==> src/rtl/whsp_pkg.sv <==
`timescale 1ns / 1ps
// ----------------------------------------------------------------------------
// WAV header stream parser package
// Parse phases, status and kind codes, and the types shared by the modules.
// ----------------------------------------------------------------------------
package whsp_pkg;

	localparam logic [3:0] PH_RIFF     = 4'd0;
	localparam logic [3:0] PH_FSIZE    = 4'd1;
	localparam logic [3:0] PH_WAVE     = 4'd2;
	localparam logic [3:0] PH_FMT      = 4'd3;
	localparam logic [3:0] PH_FMTSIZE  = 4'd4;
	localparam logic [3:0] PH_FMTBODY  = 4'd5;
	localparam logic [3:0] PH_CHUNKHDR = 4'd6;
	localparam logic [3:0] PH_SKIP     = 4'd7;
	localparam logic [3:0] PH_DATA     = 4'd8;
	localparam logic [3:0] PH_DONE     = 4'd9;

	localparam logic [3:0] ST_OK      = 4'd0;
	localparam logic [3:0] ST_RIFF    = 4'd1;
	localparam logic [3:0] ST_FSIZE   = 4'd2;
	localparam logic [3:0] ST_WAVE    = 4'd3;
	localparam logic [3:0] ST_FMT     = 4'd4;
	localparam logic [3:0] ST_FMTSIZE = 4'd5;
	localparam logic [3:0] ST_FMTBODY = 4'd6;
	localparam logic [3:0] ST_TAG     = 4'd7;
	localparam logic [3:0] ST_CHAN    = 4'd8;
	localparam logic [3:0] ST_RATE    = 4'd9;
	localparam logic [3:0] ST_ALIGN   = 4'd10;
	localparam logic [3:0] ST_BITS    = 4'd11;
	localparam logic [3:0] ST_CHSIZE  = 4'd12;
	localparam logic [3:0] ST_DATA    = 4'd13;
	localparam logic [3:0] ST_UNSUP   = 4'd14;
	localparam logic [3:0] ST_NODATA  = 4'd15;

	localparam logic [1:0] TAG_PCM   = 2'd0;
	localparam logic [1:0] TAG_FLOAT = 2'd1;
	localparam logic [1:0] TAG_OGG   = 2'd2;
	localparam logic [1:0] TAG_BAD   = 2'd3;

	localparam logic [15:0] RAW_PCM   = 16'h0001;
	localparam logic [15:0] RAW_FLOAT = 16'h0003;
	localparam logic [15:0] RAW_OGG   = 16'h4F67;

	localparam logic [2:0] KIND_I8  = 3'd0;
	localparam logic [2:0] KIND_I16 = 3'd1;
	localparam logic [2:0] KIND_I32 = 3'd2;
	localparam logic [2:0] KIND_I64 = 3'd3;
	localparam logic [2:0] KIND_F32 = 3'd4;
	localparam logic [2:0] KIND_F64 = 3'd5;

	localparam logic [31:0] DATA_ID = 32'h61746164;

	typedef struct packed {
		logic step;
		logic show_pay;
		logic show_rep;
		logic div_start;
	} whsp_cmd_t;

	typedef struct packed {
		logic emit_pay;
		logic emit_rep;
		logic need_div;
	} whsp_stat_t;

	function automatic logic [7:0] magic_byte(input logic [3:0] phase, input logic [1:0] k);
		logic [31:0] word;
		case (phase)
			PH_RIFF: word = 32'h46464952;
			PH_WAVE: word = 32'h45564157;
			default: word = 32'h20746D66;
		endcase
		return word[{k, 3'b000} +: 8];
	endfunction

endpackage

==> src/rtl/whsp_if.sv <==
`timescale 1ns / 1ps
// ----------------------------------------------------------------------------
// WAV parser stream interfaces
// Byte input channel and result output channel, valid/ready handshake.
// ----------------------------------------------------------------------------
interface whsp_in_if;
	logic       valid;
	logic       ready;
	logic [7:0] in_byte;
	logic       end_of_file;

	modport source (output valid, in_byte, end_of_file, input ready);
	modport sink (input valid, in_byte, end_of_file, output ready);
endinterface

interface whsp_out_if;
	logic        valid;
	logic        ready;
	logic        is_report;
	logic [7:0]  payload_byte;
	logic [3:0]  status;
	logic [1:0]  format_tag;
	logic [15:0] channels;
	logic [31:0] frame_rate;
	logic [31:0] byte_rate;
	logic [15:0] block_align;
	logic [15:0] sample_bits;
	logic [31:0] frame_total;
	logic [2:0]  sample_kind;

	modport source (output valid, is_report, payload_byte, status, format_tag, channels,
		frame_rate, byte_rate, block_align, sample_bits, frame_total, sample_kind,
		input ready);
	modport sink (input valid, is_report, payload_byte, status, format_tag, channels,
		frame_rate, byte_rate, block_align, sample_bits, frame_total, sample_kind,
		output ready);
endinterface

==> src/rtl/whsp_div.sv <==
`timescale 1ns / 1ps
// ----------------------------------------------------------------------------
// Frame count divider
// Restoring divider, 32-bit dividend by 16-bit divisor, one quotient bit a cycle.
// ----------------------------------------------------------------------------
module whsp_div
	import whsp_pkg::*;
(
	input  logic        clk,
	input  logic        arst_n,
	input  logic        start,
	input  logic [31:0] num,
	input  logic [15:0] den,
	output logic        done,
	output logic [31:0] quo
);

	logic        busy_q;
	logic [4:0]  cnt_q;
	logic [15:0] rem_q;
	logic [15:0] den_q;
	logic [31:0] quo_q;
	logic [16:0] rem_sh;
	logic        fits;

	assign rem_sh = {rem_q, quo_q[31]};
	assign fits   = rem_sh >= {1'b0, den_q};

	always_ff @(posedge clk or negedge arst_n) begin
		if (!arst_n) begin
			busy_q <= 1'b0;
			cnt_q  <= '0;
			done   <= 1'b0;
		end else begin
			done <= 1'b0;
			if (start) begin
				busy_q <= 1'b1;
				cnt_q  <= '0;
			end else if (busy_q) begin
				cnt_q <= cnt_q + 5'd1;
				if (cnt_q == 5'd31) begin
					busy_q <= 1'b0;
					done   <= 1'b1;
				end
			end
		end
	end

	always_ff @(posedge clk) begin
		if (start) begin
			rem_q <= '0;
			den_q <= den;
			quo_q <= num;
		end else if (busy_q) begin
			rem_q <= fits ? 16'(rem_sh - {1'b0, den_q}) : rem_sh[15:0];
			quo_q <= {quo_q[30:0], fits};
		end
	end

	assign quo = quo_q;

endmodule

==> src/rtl/whsp_dp.sv <==
`timescale 1ns / 1ps
// ----------------------------------------------------------------------------
// WAV parser datapath
// Per-byte parse state, header field capture and the result registers.
// ----------------------------------------------------------------------------
module whsp_dp
	import whsp_pkg::*;
(
	input  logic        clk,
	input  logic        arst_n,
	input  whsp_cmd_t   cmd,
	output whsp_stat_t  stat,
	input  logic [7:0]  in_byte,
	input  logic        end_of_file,
	input  logic [31:0] div_quo,
	output logic [31:0] div_num,
	output logic [15:0] div_den,
	output logic        is_report,
	output logic [7:0]  payload_byte,
	output logic [3:0]  status,
	output logic [1:0]  format_tag,
	output logic [15:0] channels,
	output logic [31:0] frame_rate,
	output logic [31:0] byte_rate,
	output logic [15:0] block_align,
	output logic [15:0] sample_bits,
	output logic [31:0] frame_total,
	output logic [2:0]  sample_kind
);

	logic [3:0]  phase_q, n_phase;
	logic [31:0] fs_q, n_fs;
	logic [31:0] brem_q, n_brem;
	logic [4:0]  fseen_q, n_fseen;
	logic [1:0]  tag_q, n_tag;
	logic [15:0] ch_q, n_ch;
	logic [31:0] rate_q, n_rate;
	logic [31:0] brate_q, n_brate;
	logic [15:0] align_q, n_align;
	logic [15:0] bits_q, n_bits;
	logic [31:0] dlen_q, n_dlen;
	logic [2:0]  bcnt_q, n_bcnt;

	logic        rep, pay, fin;
	logic [3:0]  st, st_fin;
	logic [1:0]  k;
	logic [12:0] width;
	logic [2:0]  kind;
	logic [1:0]  wshift;
	logic        need_div;

	logic [7:0]  pay_q;
	logic [3:0]  r_status_q;
	logic [1:0]  r_tag_q;
	logic [15:0] r_ch_q;
	logic [31:0] r_rate_q;
	logic [31:0] r_brate_q;
	logic [15:0] r_align_q;
	logic [15:0] r_bits_q;
	logic [2:0]  r_kind_q;
	logic        r_div_q;
	logic [31:0] num_q;

	assign k = bcnt_q[1:0];

	always_comb begin
		logic [4:0]  i;
		logic [15:0] raw;
		n_phase = phase_q;
		n_fs    = fs_q;
		n_brem  = brem_q;
		n_fseen = fseen_q;
		n_tag   = tag_q;
		n_ch    = ch_q;
		n_rate  = rate_q;
		n_brate = brate_q;
		n_align = align_q;
		n_bits  = bits_q;
		n_dlen  = dlen_q;
		n_bcnt  = bcnt_q;
		rep     = 1'b0;
		pay     = 1'b0;
		fin     = 1'b0;
		st      = ST_OK;
		i       = fseen_q;
		raw     = '0;
		case (phase_q)
			PH_RIFF, PH_WAVE, PH_FMT: begin
				if (in_byte != magic_byte(phase_q, k)) begin
					rep = 1'b1;
					st  = (phase_q == PH_RIFF) ? ST_RIFF :
					      (phase_q == PH_WAVE) ? ST_WAVE : ST_FMT;
				end else if (k == 2'd3) begin
					n_phase = (phase_q == PH_RIFF) ? PH_FSIZE :
					          (phase_q == PH_WAVE) ? PH_FMT : PH_FMTSIZE;
					n_bcnt  = '0;
					n_fs    = '0;
				end else begin
					n_bcnt = {1'b0, k} + 3'd1;
				end
			end
			PH_FSIZE, PH_FMTSIZE: begin
				n_fs = {in_byte, fs_q[31:8]};
				if (k == 2'd3) begin
					n_bcnt = '0;
					if (phase_q == PH_FSIZE) begin
						n_phase = PH_WAVE;
					end else begin
						n_brem  = n_fs;
						n_fs    = '0;
						n_phase = PH_FMTBODY;
						fin     = (n_brem == '0);
					end
				end else begin
					n_bcnt = {1'b0, k} + 3'd1;
				end
			end
			PH_FMTBODY: begin
				if (i < 5'd16) begin
					if (i < 5'd2) begin
						n_fs = fs_q | ({24'd0, in_byte} << {i[0], 3'b000});
						if (i == 5'd1) begin
							raw   = n_fs[15:0];
							n_tag = (raw == RAW_PCM) ? TAG_PCM : (raw == RAW_FLOAT) ? TAG_FLOAT :
							        (raw == RAW_OGG) ? TAG_OGG : TAG_BAD;
						end
					end else if (i < 5'd4) begin
						n_ch = ch_q | ({8'd0, in_byte} << {i[0], 3'b000});
					end else if (i < 5'd8) begin
						n_rate = rate_q | ({24'd0, in_byte} << {i[1:0], 3'b000});
					end else if (i < 5'd12) begin
						n_brate = brate_q | ({24'd0, in_byte} << {i[1:0], 3'b000});
					end else if (i < 5'd14) begin
						n_align = align_q | ({8'd0, in_byte} << {i[0], 3'b000});
					end else begin
						n_bits = bits_q | ({8'd0, in_byte} << {i[0], 3'b000});
					end
					n_fseen = i + 5'd1;
				end
				n_brem = brem_q - 32'd1;
				fin    = (n_brem == '0);
			end
			PH_CHUNKHDR: begin
				if (bcnt_q < 3'd4) begin
					n_fs = {in_byte, fs_q[31:8]};
				end else begin
					n_dlen = {in_byte, dlen_q[31:8]};
				end
				if (bcnt_q == 3'd7) begin
					n_bcnt = '0;
					n_brem = n_dlen;
					if (n_fs == DATA_ID) begin
						if (n_dlen == '0) begin
							rep = 1'b1;
							st  = ST_OK;
						end else begin
							n_phase = PH_DATA;
						end
					end else if (n_dlen != '0) begin
						n_phase = PH_SKIP;
					end
				end else begin
					n_bcnt = bcnt_q + 3'd1;
				end
			end
			PH_SKIP: begin
				n_brem = brem_q - 32'd1;
				if (n_brem == '0) begin
					n_phase = PH_CHUNKHDR;
					n_bcnt  = '0;
				end
			end
			PH_DATA: begin
				pay    = 1'b1;
				n_brem = brem_q - 32'd1;
				if (n_brem == '0) begin
					rep = 1'b1;
					st  = ST_OK;
				end
			end
			default: begin
			end
		endcase
		if (fin) begin
			if (n_fseen < 5'd2 || n_tag == TAG_BAD) begin
				rep = 1'b1;
				st  = ST_TAG;
			end else if (n_fseen < 5'd4) begin
				rep = 1'b1;
				st  = ST_CHAN;
			end else if (n_fseen < 5'd12) begin
				rep = 1'b1;
				st  = ST_RATE;
			end else if (n_fseen < 5'd14) begin
				rep = 1'b1;
				st  = ST_ALIGN;
			end else if (n_fseen < 5'd16) begin
				rep = 1'b1;
				st  = ST_BITS;
			end else begin
				n_phase = PH_CHUNKHDR;
				n_bcnt  = '0;
			end
		end
		if (rep) begin
			n_phase = PH_DONE;
		end
		if (end_of_file && !rep && n_phase != PH_DONE) begin
			rep = 1'b1;
			case (n_phase)
				PH_RIFF:     st = ST_RIFF;
				PH_FSIZE:    st = ST_FSIZE;
				PH_WAVE:     st = ST_WAVE;
				PH_FMT:      st = ST_FMT;
				PH_FMTSIZE:  st = ST_FMTSIZE;
				PH_FMTBODY:  st = ST_FMTBODY;
				PH_CHUNKHDR: st = (n_bcnt < 3'd4) ? ST_NODATA : ST_CHSIZE;
				PH_DATA:     st = ST_DATA;
				default:     st = ST_NODATA;
			endcase
		end
	end

	always_comb begin
		width  = n_bits[15:3];
		st_fin = st;
		kind   = KIND_I8;
		wshift = 2'd0;
		case (width)
			13'd2:   wshift = 2'd1;
			13'd4:   wshift = 2'd2;
			13'd8:   wshift = 2'd3;
			default: wshift = 2'd0;
		endcase
		if (st == ST_OK) begin
			if (n_tag == TAG_PCM && (width == 13'd1 || width == 13'd2 ||
			                         width == 13'd4 || width == 13'd8)) begin
				kind = (width == 13'd1) ? KIND_I8 : (width == 13'd2) ? KIND_I16 :
				       (width == 13'd4) ? KIND_I32 : KIND_I64;
			end else if (n_tag == TAG_FLOAT && (width == 13'd4 || width == 13'd8)) begin
				kind = (width == 13'd4) ? KIND_F32 : KIND_F64;
			end else begin
				st_fin = ST_UNSUP;
			end
		end
		need_div = rep && st_fin == ST_OK && n_ch != '0;
	end

	assign stat.emit_pay = pay;
	assign stat.emit_rep = rep;
	assign stat.need_div = need_div;

	always_ff @(posedge clk or negedge arst_n) begin
		if (!arst_n) begin
			phase_q <= PH_RIFF;
			fs_q    <= '0;
			brem_q  <= '0;
			fseen_q <= '0;
			tag_q   <= TAG_PCM;
			ch_q    <= '0;
			rate_q  <= '0;
			brate_q <= '0;
			align_q <= '0;
			bits_q  <= '0;
			dlen_q  <= '0;
			bcnt_q  <= '0;
		end else if (cmd.step) begin
			if (end_of_file) begin
				phase_q <= PH_RIFF;
				fs_q    <= '0;
				brem_q  <= '0;
				fseen_q <= '0;
				tag_q   <= TAG_PCM;
				ch_q    <= '0;
				rate_q  <= '0;
				brate_q <= '0;
				align_q <= '0;
				bits_q  <= '0;
				dlen_q  <= '0;
				bcnt_q  <= '0;
			end else begin
				phase_q <= n_phase;
				fs_q    <= n_fs;
				brem_q  <= n_brem;
				fseen_q <= n_fseen;
				tag_q   <= n_tag;
				ch_q    <= n_ch;
				rate_q  <= n_rate;
				brate_q <= n_brate;
				align_q <= n_align;
				bits_q  <= n_bits;
				dlen_q  <= n_dlen;
				bcnt_q  <= n_bcnt;
			end
		end
	end

	always_ff @(posedge clk) begin
		if (cmd.step && pay) begin
			pay_q <= in_byte;
		end
		if (cmd.step && rep) begin
			r_status_q <= st_fin;
			r_tag_q    <= (n_tag == TAG_BAD) ? TAG_PCM : n_tag;
			r_ch_q     <= n_ch;
			r_rate_q   <= n_rate;
			r_brate_q  <= n_brate;
			r_align_q  <= n_align;
			r_bits_q   <= n_bits;
			r_kind_q   <= (st_fin == ST_OK) ? kind : KIND_I8;
			r_div_q    <= need_div;
			num_q      <= n_dlen >> wshift;
		end
	end

	assign div_num = num_q;
	assign div_den = r_ch_q;

	assign is_report    = cmd.show_rep;
	assign payload_byte = cmd.show_pay ? pay_q : 8'd0;
	assign status       = cmd.show_rep ? r_status_q : ST_OK;
	assign format_tag   = cmd.show_rep ? r_tag_q : TAG_PCM;
	assign channels     = cmd.show_rep ? r_ch_q : 16'd0;
	assign frame_rate   = cmd.show_rep ? r_rate_q : 32'd0;
	assign byte_rate    = cmd.show_rep ? r_brate_q : 32'd0;
	assign block_align  = cmd.show_rep ? r_align_q : 16'd0;
	assign sample_bits  = cmd.show_rep ? r_bits_q : 16'd0;
	assign frame_total  = (cmd.show_rep && r_div_q) ? div_quo : 32'd0;
	assign sample_kind  = cmd.show_rep ? r_kind_q : KIND_I8;

endmodule

==> src/rtl/whsp_ctrl.sv <==
`timescale 1ns / 1ps
// ----------------------------------------------------------------------------
// WAV parser controller
// Sequences byte intake, payload transfer, frame count division and report.
// ----------------------------------------------------------------------------
module whsp_ctrl
	import whsp_pkg::*;
(
	input  logic       clk,
	input  logic       arst_n,
	input  logic       in_valid,
	output logic       in_ready,
	output logic       out_valid,
	input  logic       out_ready,
	input  whsp_stat_t stat,
	input  logic       div_done,
	output whsp_cmd_t  cmd
);

	localparam logic [2:0] S_IDLE   = 3'd0;
	localparam logic [2:0] S_PAY    = 3'd1;
	localparam logic [2:0] S_DSTART = 3'd2;
	localparam logic [2:0] S_DWAIT  = 3'd3;
	localparam logic [2:0] S_REP    = 3'd4;

	logic [2:0] state_q, state_d;
	logic       rep_q, div_q;
	logic       in_acc;

	assign in_ready  = state_q == S_IDLE;
	assign in_acc    = in_valid && in_ready;
	assign out_valid = state_q == S_PAY || state_q == S_REP;

	assign cmd.step      = in_acc;
	assign cmd.show_pay  = state_q == S_PAY;
	assign cmd.show_rep  = state_q == S_REP;
	assign cmd.div_start = state_q == S_DSTART;

	always_comb begin
		state_d = state_q;
		case (state_q)
			S_IDLE: begin
				if (in_acc) begin
					if (stat.emit_pay) begin
						state_d = S_PAY;
					end else if (stat.emit_rep) begin
						state_d = stat.need_div ? S_DSTART : S_REP;
					end
				end
			end
			S_PAY: begin
				if (out_ready) begin
					state_d = !rep_q ? S_IDLE : div_q ? S_DSTART : S_REP;
				end
			end
			S_DSTART: state_d = S_DWAIT;
			S_DWAIT: begin
				if (div_done) begin
					state_d = S_REP;
				end
			end
			S_REP: begin
				if (out_ready) begin
					state_d = S_IDLE;
				end
			end
			default: state_d = S_IDLE;
		endcase
	end

	always_ff @(posedge clk or negedge arst_n) begin
		if (!arst_n) begin
			state_q <= S_IDLE;
			rep_q   <= 1'b0;
			div_q   <= 1'b0;
		end else begin
			state_q <= state_d;
			if (in_acc) begin
				rep_q <= stat.emit_rep;
				div_q <= stat.need_div;
			end
		end
	end

	a_no_result_returns_idle: assert property (@(posedge clk) disable iff (!arst_n)
		in_acc && !stat.emit_pay && !stat.emit_rep |=> state_q == S_IDLE)
		else $error("byte without result did not return to idle");

	a_done_only_waiting: assert property (@(posedge clk) disable iff (!arst_n)
		div_done |-> state_q == S_DWAIT)
		else $error("divider finished outside wait state");

	a_report_follows_payload: assert property (@(posedge clk) disable iff (!arst_n)
		state_q == S_PAY && out_ready && rep_q |=> state_q == S_DSTART || state_q == S_REP)
		else $error("report lost after payload transfer");

	a_div_only_with_report: assert property (@(posedge clk) disable iff (!arst_n)
		in_acc && stat.need_div |-> stat.emit_rep)
		else $error("division requested without report");

endmodule

==> src/rtl/wav_header_stream_parser.sv <==
`timescale 1ns / 1ps
// ----------------------------------------------------------------------------
// WAV header stream parser
// Checks a RIFF/WAVE header byte by byte, passes data-chunk bytes and reports.
// ----------------------------------------------------------------------------
// Usage:
//   wav    : byte input, in_byte with end_of_file on the final byte of a file.
//   result : payload transfers (is_report 0) for each data-chunk byte, then one
//            report transfer (is_report 1) with the header fields and status.
//   A byte is taken when the block is idle; a byte that yields no result leaves
//   the block ready again on the next cycle. A byte that yields a result holds
//   intake until its results are taken: payload appears in the cycle after the
//   byte, and an ok report with nonzero channels first waits on the bit-serial
//   frame count division (32 quotient bits plus load and finish). Payload bytes
//   go one at a time: the next byte is taken only once the payload is taken.
//   A stalled receiver holds the result and intake waits.
//   Reset returns the parser to expecting the RIFF magic with all held fields
//   cleared; end_of_file does the same after its byte.
// ----------------------------------------------------------------------------
module wav_header_stream_parser
	import whsp_pkg::*;
(
	input  logic              clk,
	input  logic              arst_n,
	whsp_in_if.sink           wav,
	whsp_out_if.source        result
);

	whsp_cmd_t   cmd;
	whsp_stat_t  stat;
	logic        div_done;
	logic [31:0] div_quo;
	logic [31:0] div_num;
	logic [15:0] div_den;

	whsp_ctrl u_ctrl (
		.clk       (clk),
		.arst_n    (arst_n),
		.in_valid  (wav.valid),
		.in_ready  (wav.ready),
		.out_valid (result.valid),
		.out_ready (result.ready),
		.stat      (stat),
		.div_done  (div_done),
		.cmd       (cmd)
	);

	whsp_dp u_dp (
		.clk          (clk),
		.arst_n       (arst_n),
		.cmd          (cmd),
		.stat         (stat),
		.in_byte      (wav.in_byte),
		.end_of_file  (wav.end_of_file),
		.div_quo      (div_quo),
		.div_num      (div_num),
		.div_den      (div_den),
		.is_report    (result.is_report),
		.payload_byte (result.payload_byte),
		.status       (result.status),
		.format_tag   (result.format_tag),
		.channels     (result.channels),
		.frame_rate   (result.frame_rate),
		.byte_rate    (result.byte_rate),
		.block_align  (result.block_align),
		.sample_bits  (result.sample_bits),
		.frame_total  (result.frame_total),
		.sample_kind  (result.sample_kind)
	);

	whsp_div u_div (
		.clk    (clk),
		.arst_n (arst_n),
		.start  (cmd.div_start),
		.num    (div_num),
		.den    (div_den),
		.done   (div_done),
		.quo    (div_quo)
	);

endmodule
==> src/flat_wrapper.sv <==
// flat-port wrapper written by rule: the top's interface ports become plain ports
module wav_header_stream_parser_flat import whsp_pkg::*;
  (clk, arst_n, wav_valid, wav_in_byte, wav_end_of_file, wav_ready, result_valid, result_is_report, result_payload_byte, result_status, result_format_tag, result_channels, result_frame_rate, result_byte_rate, result_block_align, result_sample_bits, result_frame_total, result_sample_kind, result_ready);
  whsp_in_if wav_i ();
  whsp_out_if result_i ();
  input  logic clk;
  input  logic arst_n;
  input wire logic [$bits(wav_i.valid)-1:0] wav_valid;
  input wire logic [$bits(wav_i.in_byte)-1:0] wav_in_byte;
  input wire logic [$bits(wav_i.end_of_file)-1:0] wav_end_of_file;
  output wire logic [$bits(wav_i.ready)-1:0] wav_ready;
  output wire logic [$bits(result_i.valid)-1:0] result_valid;
  output wire logic [$bits(result_i.is_report)-1:0] result_is_report;
  output wire logic [$bits(result_i.payload_byte)-1:0] result_payload_byte;
  output wire logic [$bits(result_i.status)-1:0] result_status;
  output wire logic [$bits(result_i.format_tag)-1:0] result_format_tag;
  output wire logic [$bits(result_i.channels)-1:0] result_channels;
  output wire logic [$bits(result_i.frame_rate)-1:0] result_frame_rate;
  output wire logic [$bits(result_i.byte_rate)-1:0] result_byte_rate;
  output wire logic [$bits(result_i.block_align)-1:0] result_block_align;
  output wire logic [$bits(result_i.sample_bits)-1:0] result_sample_bits;
  output wire logic [$bits(result_i.frame_total)-1:0] result_frame_total;
  output wire logic [$bits(result_i.sample_kind)-1:0] result_sample_kind;
  input wire logic [$bits(result_i.ready)-1:0] result_ready;
  assign wav_i.valid = wav_valid;
  assign wav_i.in_byte = wav_in_byte;
  assign wav_i.end_of_file = wav_end_of_file;
  assign wav_ready = wav_i.ready;
  assign result_valid = result_i.valid;
  assign result_is_report = result_i.is_report;
  assign result_payload_byte = result_i.payload_byte;
  assign result_status = result_i.status;
  assign result_format_tag = result_i.format_tag;
  assign result_channels = result_i.channels;
  assign result_frame_rate = result_i.frame_rate;
  assign result_byte_rate = result_i.byte_rate;
  assign result_block_align = result_i.block_align;
  assign result_sample_bits = result_i.sample_bits;
  assign result_frame_total = result_i.frame_total;
  assign result_sample_kind = result_i.sample_kind;
  assign result_i.ready = result_ready;
  wav_header_stream_parser u_core (.clk(clk), .arst_n(arst_n), .wav(wav_i), .result(result_i));
endmodule
==> config.mk <==
export PLATFORM = sky130hd
export DESIGN_NAME = wav_header_stream_parser_flat
export DESIGN_NICKNAME = d
export VERILOG_FILES = /design/src/rtl/whsp_pkg.sv /design/src/rtl/whsp_if.sv /design/src/rtl/whsp_div.sv /design/src/rtl/whsp_dp.sv /design/src/rtl/whsp_ctrl.sv /design/src/rtl/wav_header_stream_parser.sv /design/src/flat_wrapper.sv
export SDC_FILE = /design/constraint.sdc
export NUM_CORES = 1
export LEC_CHECK = 0
export BUFFER_PORTS_ARGS = -buffer_cell sky130_fd_sc_hd__buf_4
export CAP_MARGIN = 40
export CORE_MARGIN = 5
export CORE_UTILIZATION = 50
export CTS_BUF_LIST = sky130_fd_sc_hd__clkbuf_8
export DETAILED_ROUTE_END_ITERATION = 7
export PLACE_DENSITY = 0.68
export SYNTH_ARGS = -nofsm -noshare
export SYNTH_HDL_FRONTEND = slang
export SYNTH_SLANG_ARGS = --single-unit
==> constraint.sdc <==
create_clock -name clk -period 19.3 [get_ports clk]
set_input_delay 1.93 -clock clk [delete_from_list [all_inputs] [get_ports clk]]
set_output_delay 1.93 -clock clk [all_outputs]
set_load 0.02 [all_outputs]
======== After elaboration in Yosys (flattened, before gate mapping) ========
Cells that the tools add are included.
word-level totals
  register bits ........................... 460
  input bits .............................. 13
  output and inout bits ................... 164
  logic and storage cells ................. 315
operators by class
  add/sub/neg operators ................... 6
  magnitude comparators ................... 14
  equality and inequality tests ........... 47
  shift operators ......................... 5
  muxes and demuxes ....................... 167
  bitwise operators ....................... 6
  reductions and logical operators ........ 38
operator list
  operator               count
  $mux 32                36
  $mux 16                25
  $pmux 32 s4            1
  $mux 4                 27
  $logic_not 32->1       3
  $or 32x32->32          3
  $pmux 32 s3            1
  $mux 3                 28
  $pmux 31 s2            1
  $or 16x16->16          3
  $eq 32x31->1 const B   1
  $pmux 4 s8             1
  $reduce_bool 32->1     1
  $shiftx 32x6->8        1
  $shl 8x4->32           1
  $shl 8x5->32           1
  $shr 32x2->32          1
  $sub 32x1->32 const B  1
  $eq 4x3->1 const B     7
  $lt 5x4->1 const B     5
  $mux 5                 5
  $mux 1                 24
  $ne 3x3->1 const B     8
  $mux 2                 11
  53 further kinds       87

======== Depth between registers and ports, before layout ========
Gate-level depths: netlist of the first run.
  depth after elaboration ................. 29
  gate-level depth with buffers ........... 16
  depth with buffers taken out ............ 15

======== By module ========
From an unflattened synthesis of the first run, not the netlist that was laid out.
unflattened totals
  cell total of the unflattened synthesis .. 2,428
  area total of the unflattened synthesis .. 24,817.6 µm²
by module, submodules not included
  module     times used  cells each  area each (µm²)  sequential area each (µm²)
  whsp_dp    1           2,076       20,741.1         10,420.0
  whsp_div   1           317         3,724.8          1,936.9
  whsp_ctrl  1           35          351.6            125.1

======== Least setup slack after synthesis of the first run ========
No wires, ideal clock.
  kind .................................... input port to flip-flop
  start point ............................. in wav_in_byte[3]
  end point ............................... reg u_core.u_dp.r_ch_q[0] (netlist: u_core.u_dp.div_den[0]), enable pin
  library setup time ...................... 672 ps
  arrival ................................. 10,456 ps
  required time ........................... 18,628 ps
  path slack .............................. 8,172 ps
  stages on the path ...................... 11
  buffers on the path ..................... 1
  path through ............................ clkbuf_1 nor4_1 nand4_1 a211o_1 a221o_1 a41oi_1 o2111a_1 a211oi_2 nand3_1 o2bb2ai_1 nor2_1
on the way
  word-level cells in the longest chain between the ends .. 19
  elaborated cells on any way between the ends .. 56
  classes of those cells .................. 7 x eq/ne; 1 x shift; 39 x mux; 1 x bitwise; 8 x reduce/logical
ends and longest elaborated chain
  element                                                 line                            source
  start: declaration                                      flat_wrapper.sv:9               input wire logic [$bits(wav_i.in_byte)-1:0] wav_in_byte;
  $shl 8x4->32                                            whsp_dp.sv:121                  n_fs = fs_q | ({24'd0, in_byte} << {i[0], 3'b000});
  $or 32x32->32                                           whsp_dp.sv:121
  $eq 16x15->1                                            whsp_dp.sv:125                  (raw == RAW_OGG) ? TAG_OGG : TAG_BAD;
  $mux 1                                                  whsp_dp.sv:125
  $mux 2 (2 in series)                                    whsp_dp.sv:124                  n_tag = (raw == RAW_PCM) ? TAG_PCM : (raw == RAW_FLOAT) ? TAG_FLOAT :
  $mux 2                                                  whsp_dp.sv:122                  if (i == 5'd1) begin
  $mux 2                                                  whsp_dp.sv:120                  if (i < 5'd2) begin
  $mux 2                                                  whsp_dp.sv:119                  if (i < 5'd16) begin
  [... 2 more ...]                                        --
  $logic_or 1x1->1                                        whsp_dp.sv:185                  if (n_fseen < 5'd2 || n_tag == TAG_BAD) begin
  $mux 4 / $mux 1 (equally long branches)                 whsp_dp.sv:185
  $mux 4 / $mux 1 (equally long branches)                 whsp_dp.sv:184                  if (fin) begin
  $mux 4 / $logic_not 1->1 (equally long branches)        whsp_dp.sv:205, whsp_dp.sv:208
  $ne 4x4->1 / $logic_and 1x1->1 (equally long branches)  whsp_dp.sv:208                  if (end_of_file && !rep && n_phase != PH_DONE) begin
  $logic_and 1x1->1                                       whsp_dp.sv:208
  $mux 1 *                                                whsp_dp.sv:208
  $logic_and 1x1->1 *                                     whsp_dp.sv:302                  if (cmd.step && rep) begin
  end signal: assignment                                  whsp_dp.sv:305                  r_ch_q <= n_ch;
  end: declaration                                        whsp_dp.sv:55                   logic [15:0] r_ch_q;
Mark *: on every way between the ends. The rest lies on a longest branch, timed or not. The select of a mux whose other input is x is not followed.
A chain may end at the register's enable or synchronous reset.

======== Worst setup path after layout of the first run ========
  start point ............................. reg u_core.u_dp.brem_q[0]
  end point ............................... reg u_core.u_dp.r_align_q[8], enable pin
on the way
  word-level cells in the longest chain between the ends .. 15
  elaborated cells on any way between the ends .. 26
  classes of those cells .................. 1 x add/sub; 1 x eq/ne; 19 x mux; 5 x reduce/logical
ends and longest elaborated chain
  element                                                 line                                            source
  start: declaration                                      whsp_dp.sv:33                                   logic [31:0] brem_q, n_brem;
  start signal: assignment                                whsp_dp.sv:284                                  brem_q <= n_brem;
  $sub 32x1->32 *                                         whsp_dp.sv:140, whsp_dp.sv:167, whsp_dp.sv:175
  $logic_not 32->1 *                                      whsp_dp.sv:141, whsp_dp.sv:168, whsp_dp.sv:176
  $mux 4 / $mux 1 (equally long branches)                 whsp_dp.sv:168, whsp_dp.sv:176
  $pmux 4 s4 / $pmux 1 s3 (equally long branches)         whsp_dp.sv:87                                   case (phase_q)
  $mux 4 / $mux 1 (equally long branches)                 whsp_dp.sv:197                                  end else if (n_fseen < 5'd16) begin
  $mux 4 / $mux 1 (equally long branches)                 whsp_dp.sv:194                                  end else if (n_fseen < 5'd14) begin
  $mux 4 / $mux 1 (equally long branches)                 whsp_dp.sv:191                                  end else if (n_fseen < 5'd12) begin
  $mux 4 / $mux 1 (equally long branches)                 whsp_dp.sv:188                                  end else if (n_fseen < 5'd4) begin
  $mux 4 / $mux 1 (equally long branches)                 whsp_dp.sv:185
  $mux 4 / $mux 1 (equally long branches)                 whsp_dp.sv:184
  $mux 4 / $logic_not 1->1 (equally long branches)        whsp_dp.sv:205, whsp_dp.sv:208
  $ne 4x4->1 / $logic_and 1x1->1 (equally long branches)  whsp_dp.sv:208
  $logic_and 1x1->1                                       whsp_dp.sv:208
  $mux 1 *                                                whsp_dp.sv:208
  $logic_and 1x1->1 *                                     whsp_dp.sv:302
  end signal: assignment                                  whsp_dp.sv:308                                  r_align_q <= n_align;
  end: declaration                                        whsp_dp.sv:58                                   logic [15:0] r_align_q;
Mark *: on every way between the ends. The rest lies on a longest branch, timed or not.

==> results.json, run 1 <==
{
  "status": "finished clean",
  "timing.rr.start": "u_core.u_dp.brem_q[0]",
  "io_buffers": 176,
  "start_kind": "register",
  "min_path_type": "register to register",
  "yosysSeqAreaShare_pct": 51.12,
  "rrSetupSlack_ns": 12.98,
  "synthFlopType": "dfrtp_1",
  "crit_path_max_incr_delay_ns": 0.78,
  "avgSynthCellArea_um2": 9.910,
  "drive_gt1_share_pct": 17.08,
  "swShare_pct": 39.64,
  "grt_max_degree": 122,
  "p_sw_w": 0.001380,
  "wl_per_cell_um": 22.71,
  "ioPinCount": 177,
  "power_w": 0.003482,
  "layout_commonest_cell": "nand2_1",
  "final_cell_mix": "290 x nand2_1, 232 x dfrtp_1, 210 x edfxtp_1",
  "fp.dieH_um": 231.0,
  "r2r_cells": 16,
  "insertion_delay_ns": 0.69,
  "setup_tns_ns": 0,
  "timing.fmax_mhz": 158.1,
  "cpMostUsedCell": "buf_4",
  "cts_resized": 0,
  "maxSlewHeadroom_pct": 34.73,
  "hold_end": "u_core.u_div.den_q[9]",
  "ys_types": 93,
  "cts.sinks": 460,
  "p_comb_share_pct": 37.3,
  "grt_overflow": 0,
  "drc_errors": 0,
  "worstSetupPathType": "register to register",
  "path_max_fanout": 69,
  "peakVddDrop_v": 0.00009844,
  "reg2reg_to": "u_core.u_dp.r_align_q[8]",
  "chipWidth_um": 231.0,
  "antenna_found_initial": 1,
  "drt_iter0_drc": 2179,
  "max_cap_viol_count": 0,
  "worst_setup_path_end_kind": "register",
  "skew_ns": 0.04206,
  "clkTransAtPathRegs_ns": 0.06,
  "synth_fp_nets": 2502,
  "drt-pass1-iter-count": 6,
  "clkPwrFrac_pct": 25.0,
  "whs_path_depth": 0,
  "area_delta_synth_final_pct": 14.69,
  "num-nets-final": 2603,
  "ys_ff_latch": 460,
  "grt_usage_pct": 26.85,
  "final_core_util_pct": 57.57,
  "synthArstFlopShare_pct": 50.87,
  "cts_tree": "yes",
  "slowest_stage": "a2111oi_1",
  "num_vias": 20150,
  "rsz0062_at_grt": "false",
  "gp_congestion": 0.9457,
  "cp.required_ns": 19.63,
  "cts_made_buffers": 78,
  "powerDensity_mw_per_mm2": 124.3,
  "worst_pin_slew_ns": 0.9791,
  "h-tree-depth": 3,
  "worstPathCellList": "inv_1 > ha_1 > or3b_1 > or4_1 > nor3_1 > nand3b_1 > a2111oi_1 > a31oi_2 > nor3b_1 > nand3_1 > o2bb2ai_1 > nor2_4 > buf_4 > buf_12 > buf_4 > buf_16",
  "yosysWarnings": 0,
  "clk_path_buf_depth": 3,
  "grt_first_pass_wirelength_mm": 114.1,
  "internal_power_w": 0.002102,
  "num_rows": 81,
  "totalWireLength_mm": 73.84,
  "hold_viol_final": 0,
  "ant_nets": 0,
  "setup_violations": 0,
  "synth_edf_count": 210,
  "synthCells": 2464,
  "core_mm2": 0.04865,
  "grt_pass1_vias": 19470,
  "seq_power_share_pct": 37.8,
  "arrival_ns": 6.65,
  "post_cts_buffers": 0,
  "cts_root_buffer": "clkbuf_8",
  "leakage_nw": 12.63,
  "dp.final_hpwl_mm": 49.19,
  "die_area_mm2": 0.05336,
  "min-delay-start": "u_core.u_dp.div_den[9]",
  "viasPerCell": 6.197,
  "postCtsHoldBufs": 0,
  "min_period_ns": 6.323,
  "initial_core_util_pct": 50.20,
  "slew_viol_final": 0,
  "syn_area_mm2": 0.02442,
  "min_period_over_period_pct": 32.76
}
==> cell type report <==
class | instances | area [um2]
fill | 4229 | 20640
sequential | 460 | 12480
multi-input combinational | 1732 | 10980
timing repair buffer | 230 | 1968
clock buffer | 89 | 1225
tap | 622 | 778.2
clock inverter | 55 | 326.6
inverter | 63 | 236.5
antenna | 1 | 2.502
==> synthesized netlist by cell type, drive strengths merged, types with 6 or more instances <==
cell	number	area share, %
clkbuf	198	3.0
and3	161	4.1
edfxtp	210	26
a21oi	123	2.5
o22ai	16	0.41
nand4b	6	0.22
dfxtp	16	1.3
a22o	51	1.8
o31ai	25	0.82
buf	11	0.26
nor4	43	1.2
mux2i	93	3.8
a31oi	27	0.74
and2	25	0.64
mux2	36	1.7
nand4	30	0.77
inv	61	0.94
a31o	32	1.1
o21ai	128	2.6
or4	14	0.46
nor3	52	1.1
nor3b	13	0.40
xnor2	15	0.54
xor2	9	0.32
a311oi	7	0.25
or2	8	0.20
or3	8	0.20
a21o	72	2.2
a21boi	94	2.9
ha	24	1.2
nand2b	9	0.23
a221oi	9	0.32
a211oi	10	0.33
nor2b	25	0.64
nand2	292	4.5
dfrtp	234	24
nor2	159	2.5
nand3	33	0.73
==> state kept, by name (all words and copies together) (netlist names), 5 cells and up <==
signal	cells
u_core.u_dp.dlen_q	32
u_core.u_dp.pay_q	8
u_core.u_dp.fs_q	32
u_core.u_dp.r_bits_q	16
u_core.u_dp.bits_q	16
u_core.u_dp.ch_q	16
u_core.u_dp.r_brate_q	32
u_core.u_div.rem_q	16
u_core.u_dp.rate_q	32
u_core.u_dp.r_rate_q	32
u_core.u_div.cnt_q	5
u_core.u_dp.fseen_q	5
u_core.u_div.den_q	16
u_core.u_dp.div_den	16
u_core.u_dp.div_num	32
u_core.u_dp.r_align_q	16
u_core.u_dp.brate_q	32
u_core.u_dp.align_q	16
u_core.u_div.quo	32
u_core.u_dp.brem_q	32
==> worst max-delay path, delay by kind of cell (launching register included) <==
kind                     cells  cell delay [ns]
flip-flops                   1             0.45
buffers and inverters        5             1.39
AO/OA/AOI/OAI                3             1.40
adder cells (fa/ha/maj)      1             0.26
AND/OR/NAND/NOR              7             2.32
==> per-layer routing <==
layer	global-route usage [%]	vias up	wire length, um
li1	-	9270	-
met1	39.23	9845	32830
met2	41.51	910	33790
met3	4.292	127	5436
met4	8.395	0	1788
met5	0	-	0
==> how the worst max path moves through the flow <==
stage | slack, ns | cells after the start | from | end
floorplan | 8.17 | 11 | wav_in_byte[3] | u_core.u_dp.div_den[0]
global placement | 12.49 | 13 | wav_in_byte[0] | u_core.u_dp.r_align_q[8]
detailed placement | 12.80 | 15 | wav_in_byte[0] | u_core.u_dp.r_align_q[12]
CTS | 13.11 | 16 | u_core.u_dp.brem_q[0] | u_core.u_dp.r_align_q[6]
global route | 12.61 | 16 | u_core.u_dp.brem_q[0] | u_core.u_dp.r_brate_q[11]
finish | 12.98 | 16 | u_core.u_dp.brem_q[0] | u_core.u_dp.r_align_q[8]
==> power groups by stage <==
stage | clock [W] | sequential (W) | combinational, W
2_1_floorplan | 0 | 0.00129 | 0.000918
3_3_place_gp | 0 | 0.00133 | 0.00123
3_5_place_dp | 0 | 0.00133 | 0.00128
4_1_cts | 0.000887 | 0.00131 | 0.00128
5_1_grt | 0.000934 | 0.00133 | 0.00140
6_report | 0.000869 | 0.00131 | 0.00130
==> metrics by stage <==
stage	std cells	setup slack [ns]	cell area (um2)	hold WS, ns
after floorplan	2464	8.172	24420	0.4180
after global placement	3084	12.49	26040	0.4312
after detailed placement	3107	12.80	26450	0.4353
after CTS	3251	13.11	28000	0.4485
after global routing	3252	12.61	28000	0.4567
final	3252	12.98	28000	0.4541
==> cells by family (layout without fill, tap and decap cells) <==
group / after synthesis / count (layout) / synth area share [%]
AOI/OAI and AO/OA: 656 / 656 / 18.37
xor gates and xnor gates: 24 / 24 / 0.8609
other: 0 / 1 / 0
buffers and inverters: 272 / 437 / 4.273
and+or+nand+nor: 898 / 898 / 18.57
DFF: 460 / 460 / 51.12
muxes: 129 / 129 / 5.488
adders and majority gates: 25 / 25 / 1.312
Note: power is estimated with default switching activity, not from simulation.
==> inputs of run 2 (changes only) <==
--- a/config.mk
+++ b/config.mk
@@ -11,7 +11,7 @@
 export CORE_UTILIZATION = 50
 export CTS_BUF_LIST = sky130_fd_sc_hd__clkbuf_8
 export DETAILED_ROUTE_END_ITERATION = 7
-export PLACE_DENSITY = 0.68
+export PLACE_DENSITY = 0.71
 export SYNTH_ARGS = -nofsm -noshare
 export SYNTH_HDL_FRONTEND = slang
 export SYNTH_SLANG_ARGS = --single-unit
==> constraint.sdc (replaced) <==
create_clock -name clk -period 5.3 [get_ports clk]
set_input_delay 0.53 -clock clk [delete_from_list [all_inputs] [get_ports clk]]
set_output_delay 0.53 -clock clk [all_outputs]
set_load 0.02 [all_outputs]
==> run 2 against run 1 <==
  * Non-clock buffer count is 20 higher
  * Setup slack worse by 13 ns
  * Worst hold slack worse by 0.21 ns
  * Maximum frequency is 28% higher
  * Clock skew is 0.0098 ns lower
  * Power grew to 3.7 times the previous value
  * Critical endpoint is now u_core.u_dp.r_div_q
==> results.json, run 2 (synthesis results as in run 1) <==
{
  "leakage_nw": 12.78,
  "gp_congestion": 0.9393,
  "clkPwrFrac_pct": 25.8,
  "drc_errors": 0,
  "skew_ns": 0.03222,
  "cp.required_ns": 5.79,
  "cts_tree": "yes",
  "clk_path_buf_depth": 3,
  "grt_usage_pct": 26.78,
  "dp.final_hpwl_mm": 48.48,
  "insertion_delay_ns": 0.68,
  "worstSetupPathType": "register to register",
  "powerDensity_mw_per_mm2": 459.5,
  "rsz0062_at_grt": "false",
  "peakVddDrop_v": 0.0003911,
  "ant_nets": 0,
  "viasPerCell": 6.213,
  "p_comb_share_pct": 37.4,
  "cts_root_buffer": "clkbuf_8",
  "drive_gt1_share_pct": 17.77,
  "initial_core_util_pct": 50.20,
  "die_area_mm2": 0.05336,
  "grt_pass1_vias": 19620,
  "min_period_ns": 4.936,
  "slew_viol_final": 0,
  "maxSlewHeadroom_pct": 38.29,
  "dpl_cell_area_mm2": 0.02652,
  "final_area_mm2": 0.02820,
  "fp.dieH_um": 231.0,
  "path_max_fanout": 9,
  "drt-pass1-iter-count": 6,
  "min_path_type": "primary input to register",
  "crit_buf_inv": 1,
  "cts_made_buffers": 79,
  "start_kind": "register",
  "worst_pin_slew_ns": 0.9256,
  "clkTransAtPathRegs_ns": 0.06,
  "dpl_worst_slack_ns": 0.1800,
  "num-nets-final": 2624,
  "p_sw_w": 0.005060,
  "layout_commonest_cell": "nand2_1",
  "internal_power_w": 0.007898,
  "grt_max_degree": 110,
  "num_vias": 20340,
  "final_cell_mix": "290 x nand2_1, 235 x buf_4, 232 x dfrtp_1",
  "drt_iter0_drc": 1990,
  "timing.fmax_mhz": 202.6,
  "grt_first_pass_wirelength_mm": 114.4,
  "crit_family": "simple AND/OR/NAND/NOR gates",
  "setup_violations": 0,
  "slowest_stage": "or4_1",
  "arrival_ns": 5.43,
  "max_cap_viol_count": 0,
  "post_cts_buffers": 0,
  "min_period_over_period_pct": 93.14,
  "worst_setup_path_end_kind": "register",
  "antenna_found_initial": 1,
  "hold_viol_final": 0,
  "cts.sinks": 460,
  "grt_overflow": 0,
  "crit_path_max_incr_delay_ns": 0.64,
  "io_buffers": 176,
  "swShare_pct": 39.05,
  "worstPathCellList": "inv_1 > ha_1 > or3b_1 > or4_1 > nor4_1 > nand3_1 > a22o_1 > nor4b_2 > a211oi_2 > a211oi_1 > o221ai_1 > a31oi_2 > nand3_4 > nor4_2",
  "setup_slack_ns": 0.3638,
  "ioPinCount": 177,
  "seq_power_share_pct": 36.8,
  "num_rows": 81,
  "totalWireLength_mm": 72.79,
  "chipWidth_um": 231.0,
  "h-tree-depth": 3,
  "wl_per_cell_um": 22.23,
  "area_delta_synth_final_pct": 15.47,
  "status": "finished clean",
  "core_mm2": 0.04865
}
-- run 2: path summary, 6_finish.rpt --
| path | slack (ns) | cells past startpoint | endpoint | from |
|---|---|---|---|---|
| max | 0.36 | 14 | u_core.u_dp.r_div_q | u_core.u_dp.brem_q[1] |
| min | 0.24 | 2 | u_core.u_dp.fseen_q[4] | wav_end_of_file |
| max reg2reg | 0.36 | 14 | u_core.u_dp.r_div_q | u_core.u_dp.brem_q[1] |
| min reg2reg | 0.46 | 0 | u_core.u_div.den_q[14] | u_core.u_dp.div_den[14] |
| max in group asynchronous | 3.90 | 4 | u_core.u_dp.rate_q[8] | arst_n |
| min in group asynchronous | 0.40 | 2 | u_core.u_dp.fs_q[0] | arst_n |
-- run 2: timing repair --
item | in CTS | in global routing
endpoints found under the hold margin | 72 | 0
endpoints found under the setup margin | 0 | 36
gates resized for setup | 0 | 2
hold buffers | 1 | 0
-- run 2: area by class of cell --
cell class,count,area (um2)
Antenna cell,1,2.502
Clock buffer,93,1280
Clock inverter,53,372.9
Fill cell,4172,20450
Inverter,63,236.5
Multi-Input combinational cell,1732,10990
Sequential cell,460,12480
Tap cell,622,778.2
Timing Repair Buffer,250,2049
-- run 2: power groups by stage --
stage,sequential (W),combinational [W],clock [W]
after global placement,0.00481,0.00467,0
after floorplan,0.00461,0.00336,0
after CTS,0.00476,0.00479,0.00341
after global routing,0.00483,0.00525,0.00360
after detailed placement,0.00482,0.00477,0
final,0.00477,0.00484,0.00334
-- run 2: metrics by stage --
stage	hold slack, ns	utilization [%]	total power, W	std cells	TNS, ns
floorplan	0.2344	-	0.007974	2464	-143.74
global placement	0.4359	54.06	0.009479	3113	0
detailed placement	0.4439	54.52	0.009594	3126	0
CTS	0.1884	57.94	0.01297	3273	0
global route	0.2027	57.96	0.01368	3274	0
finish	0.2419	57.96	0.01296	3274	0
-- run 2: per-layer routing --
layer  track usage (%)  share of wire, %
met1             38.64                44
met2             42.01                46
met3             4.550               6.8
met4             7.857               2.8
met5                 0                 0
==> inputs of run 3 (changes only) <==
--- a/config.mk
+++ b/config.mk
@@ -12,6 +12,7 @@
 export CTS_BUF_LIST = sky130_fd_sc_hd__clkbuf_8
 export DETAILED_ROUTE_END_ITERATION = 7
 export PLACE_DENSITY = 0.71
+export RECOVER_POWER = 50
 export SYNTH_ARGS = -nofsm -noshare
 export SYNTH_HDL_FRONTEND = slang
 export SYNTH_SLANG_ARGS = --single-unit
==> run 3 against run 2 <==
  * The run now ends with capacitance limit, slew limit left
  * Setup slack better by 0.012 ns
  * Maximum frequency rose by 0.24%
  * Power fell by 0.27%
  * Clock skew down 0.0014 ns
  * Combinational power about the same
  * Worst hold slack lost 0.0022 ns
  * Global-route usage unchanged
  * Sequential share of layout area rose by 0.29 points
==> results.json, run 3 (synthesis results as in run 1) <==
{
  "status": "finished with violations",
  "violations": "capacitance limit, slew limit",
  "num_rows": 81,
  "leakage_nw": 12.63,
  "hold_viol_final": 0,
  "viasPerCell": 6.227,
  "drt-pass1-iter-count": 8,
  "worst_setup_path_end_kind": "register",
  "h-tree-depth": 3,
  "cts_made_buffers": 79,
  "crit_family": "simple AND/OR/NAND/NOR gates",
  "n_fill_cell": 4217,
  "grt_overflow": 0,
  "max_cap_viol_count": 5,
  "path_max_fanout": 9,
  "dp.final_hpwl_mm": 48.48,
  "gp_congestion": 0.9393,
  "min-delay-start": "wav_end_of_file",
  "drt_iter0_drc": 1970,
  "post_cts_buffers": 0,
  "setup_violations": 0,
  "min_path_type": "primary input to register",
  "final_cells": 3274,
  "drc_errors": 0,
  "totalWireLength_mm": 72.82,
  "multiInputGateArea_mm2": 0.01097,
  "clk_path_buf_depth": 3,
  "dpl_worst_slack_ns": 0.1800,
  "seq_area_mm2": 0.01248,
  "cts_root_buffer": "clkbuf_8",
  "fp.dieH_um": 231.0,
  "timing.rr.start": "u_core.u_dp.brem_q[1]",
  "grt_usage_pct": 26.78,
  "min_period_over_period_pct": 92.92,
  "final_cell_mix": "290 x nand2_1, 232 x dfrtp_1, 210 x edfxtp_1",
  "slowest_stage": "or4_1",
  "num-nets-final": 2624,
  "ant_nets": 0,
  "peakVddDrop_v": 0.0003927,
  "maxSlewHeadroom_pct": -106.1,
  "wl_per_cell_um": 22.24,
  "grt_max_degree": 110,
  "setup_slack_ns": 0.3754,
  "skew_ns": 0.03085,
  "drive_gt1_share_pct": 16.37,
  "worstPathCellList": "inv_1 > ha_1 > or3b_1 > or4_1 > nor4_1 > nand3_1 > a22o_1 > o41a_1 > a2111o_1 > a31oi_1 > o211a_1 > nand3_4 > nor4_2",
  "layout_commonest_cell": "nand2_1",
  "crit_buf_inv": 1,
  "antenna_found_initial": 1,
  "worstSetupPathType": "register to register",
  "grt_pass1_vias": 19620,
  "num_vias": 20390,
  "timing.fmax_mhz": 203.1,
  "initial_core_util_pct": 50.20,
  "chipWidth_um": 231.0,
  "setup.worst_path.start": "u_core.u_dp.brem_q[1]",
  "start_kind": "register",
  "powerDensity_mw_per_mm2": 461.3,
  "dp_cells": 3126,
  "arrival_ns": 5.42,
  "cp.required_ns": 5.79,
  "rrSetupSlack_ns": 0.38,
  "slew_viol_final": 297,
  "rsz0062_at_grt": "false",
  "grt_first_pass_wirelength_mm": 114.4,
  "insertion_delay_ns": 0.68,
  "crit_path_max_incr_delay_ns": 0.64,
  "worst_pin_slew_ns": 3.091,
  "ioPinCount": 177,
  "min_period_ns": 4.925,
  "final_area_mm2": 0.02801,
  "dpl_cell_area_mm2": 0.02652,
  "area_delta_synth_final_pct": 14.72,
  "power_w": 0.01292,
  "core_mm2": 0.04865,
  "die_area_mm2": 0.05336,
  "cts.sinks": 460,
  "cts_tree": "yes",
  "io_buffers": 176,
  "clkTransAtPathRegs_ns": 0.07
}
==> run 3: layer usage <==
layer / GRT usage (%) / share of wire [%] / wire [um]
met1: 38.64 / 44 / 32090
met3: 4.550 / 7.1 / 5161
met2: 42.01 / 46 / 33530
met5: 0 / 0 / 0
met4: 7.857 / 2.8 / 2044
==> run 3: cell type report <==
class,count,share of cell area (%)
diodes,1,0.008933
clock buffers,93,4.569
clock inverters,53,1.331
inverters,63,0.8442
multi-input cells,1732,39.15
flip-flops and latches,460,44.57
well taps,622,2.778
repair buffers,250,6.749
==> run 3: report_power, final <==
group	switching (W)	leakage [nW]	total (W)	internal, W
sequential	0.000407	5.37	0.00478	0.00437
clock	0.00149	0.954	0.00334	0.00185
combinational	0.00316	6.31	0.00481	0.00165
total	0.00506	12.6	0.0129	0.00787
==> run 3: worst reg2reg max path, delay by kind of cell (launching register included) <==
| kind | cells | cell delay (ns) |
|---|---|---|
| fa+ha+maj | 1 | 0.26 |
| flops | 1 | 0.41 |
| buf+inv | 1 | 0.09 |
| simple gates | 6 | 2.23 |
| compound gates | 5 | 1.75 |
==> run 3: path summary, 6_finish.rpt <==
path / endpoint / cells past startpoint
max: u_core.u_dp.r_div_q / 13
min: u_core.u_dp.align_q[7] / 2
max reg2reg: u_core.u_dp.r_div_q / 13
min reg2reg: u_core.u_div.den_q[14] / 0
max in group asynchronous: u_core.u_dp.ch_q[4] / 4
min in group asynchronous: u_core.u_dp.fs_q[0] / 2
==> run 3: through the flow <==
stage	hold WS, ns	util [%]	setup TNS (ns)
6_report	0.2397	57.58	0
5_1_grt	0.2027	57.58	0
4_1_cts	0.1884	57.94	0
3_5_place_dp	0.4439	54.52	0
3_3_place_gp	0.4359	54.06	0
2_1_floorplan	0.2344	-	-143.74
==> run 3: repair_timing <==
item / in CTS / in global routing
resized for setup: 0 / 2
hold endpoints to repair: 72 / 0
hold buffers: 1 / 0
setup endpoints to repair: 0 / 36
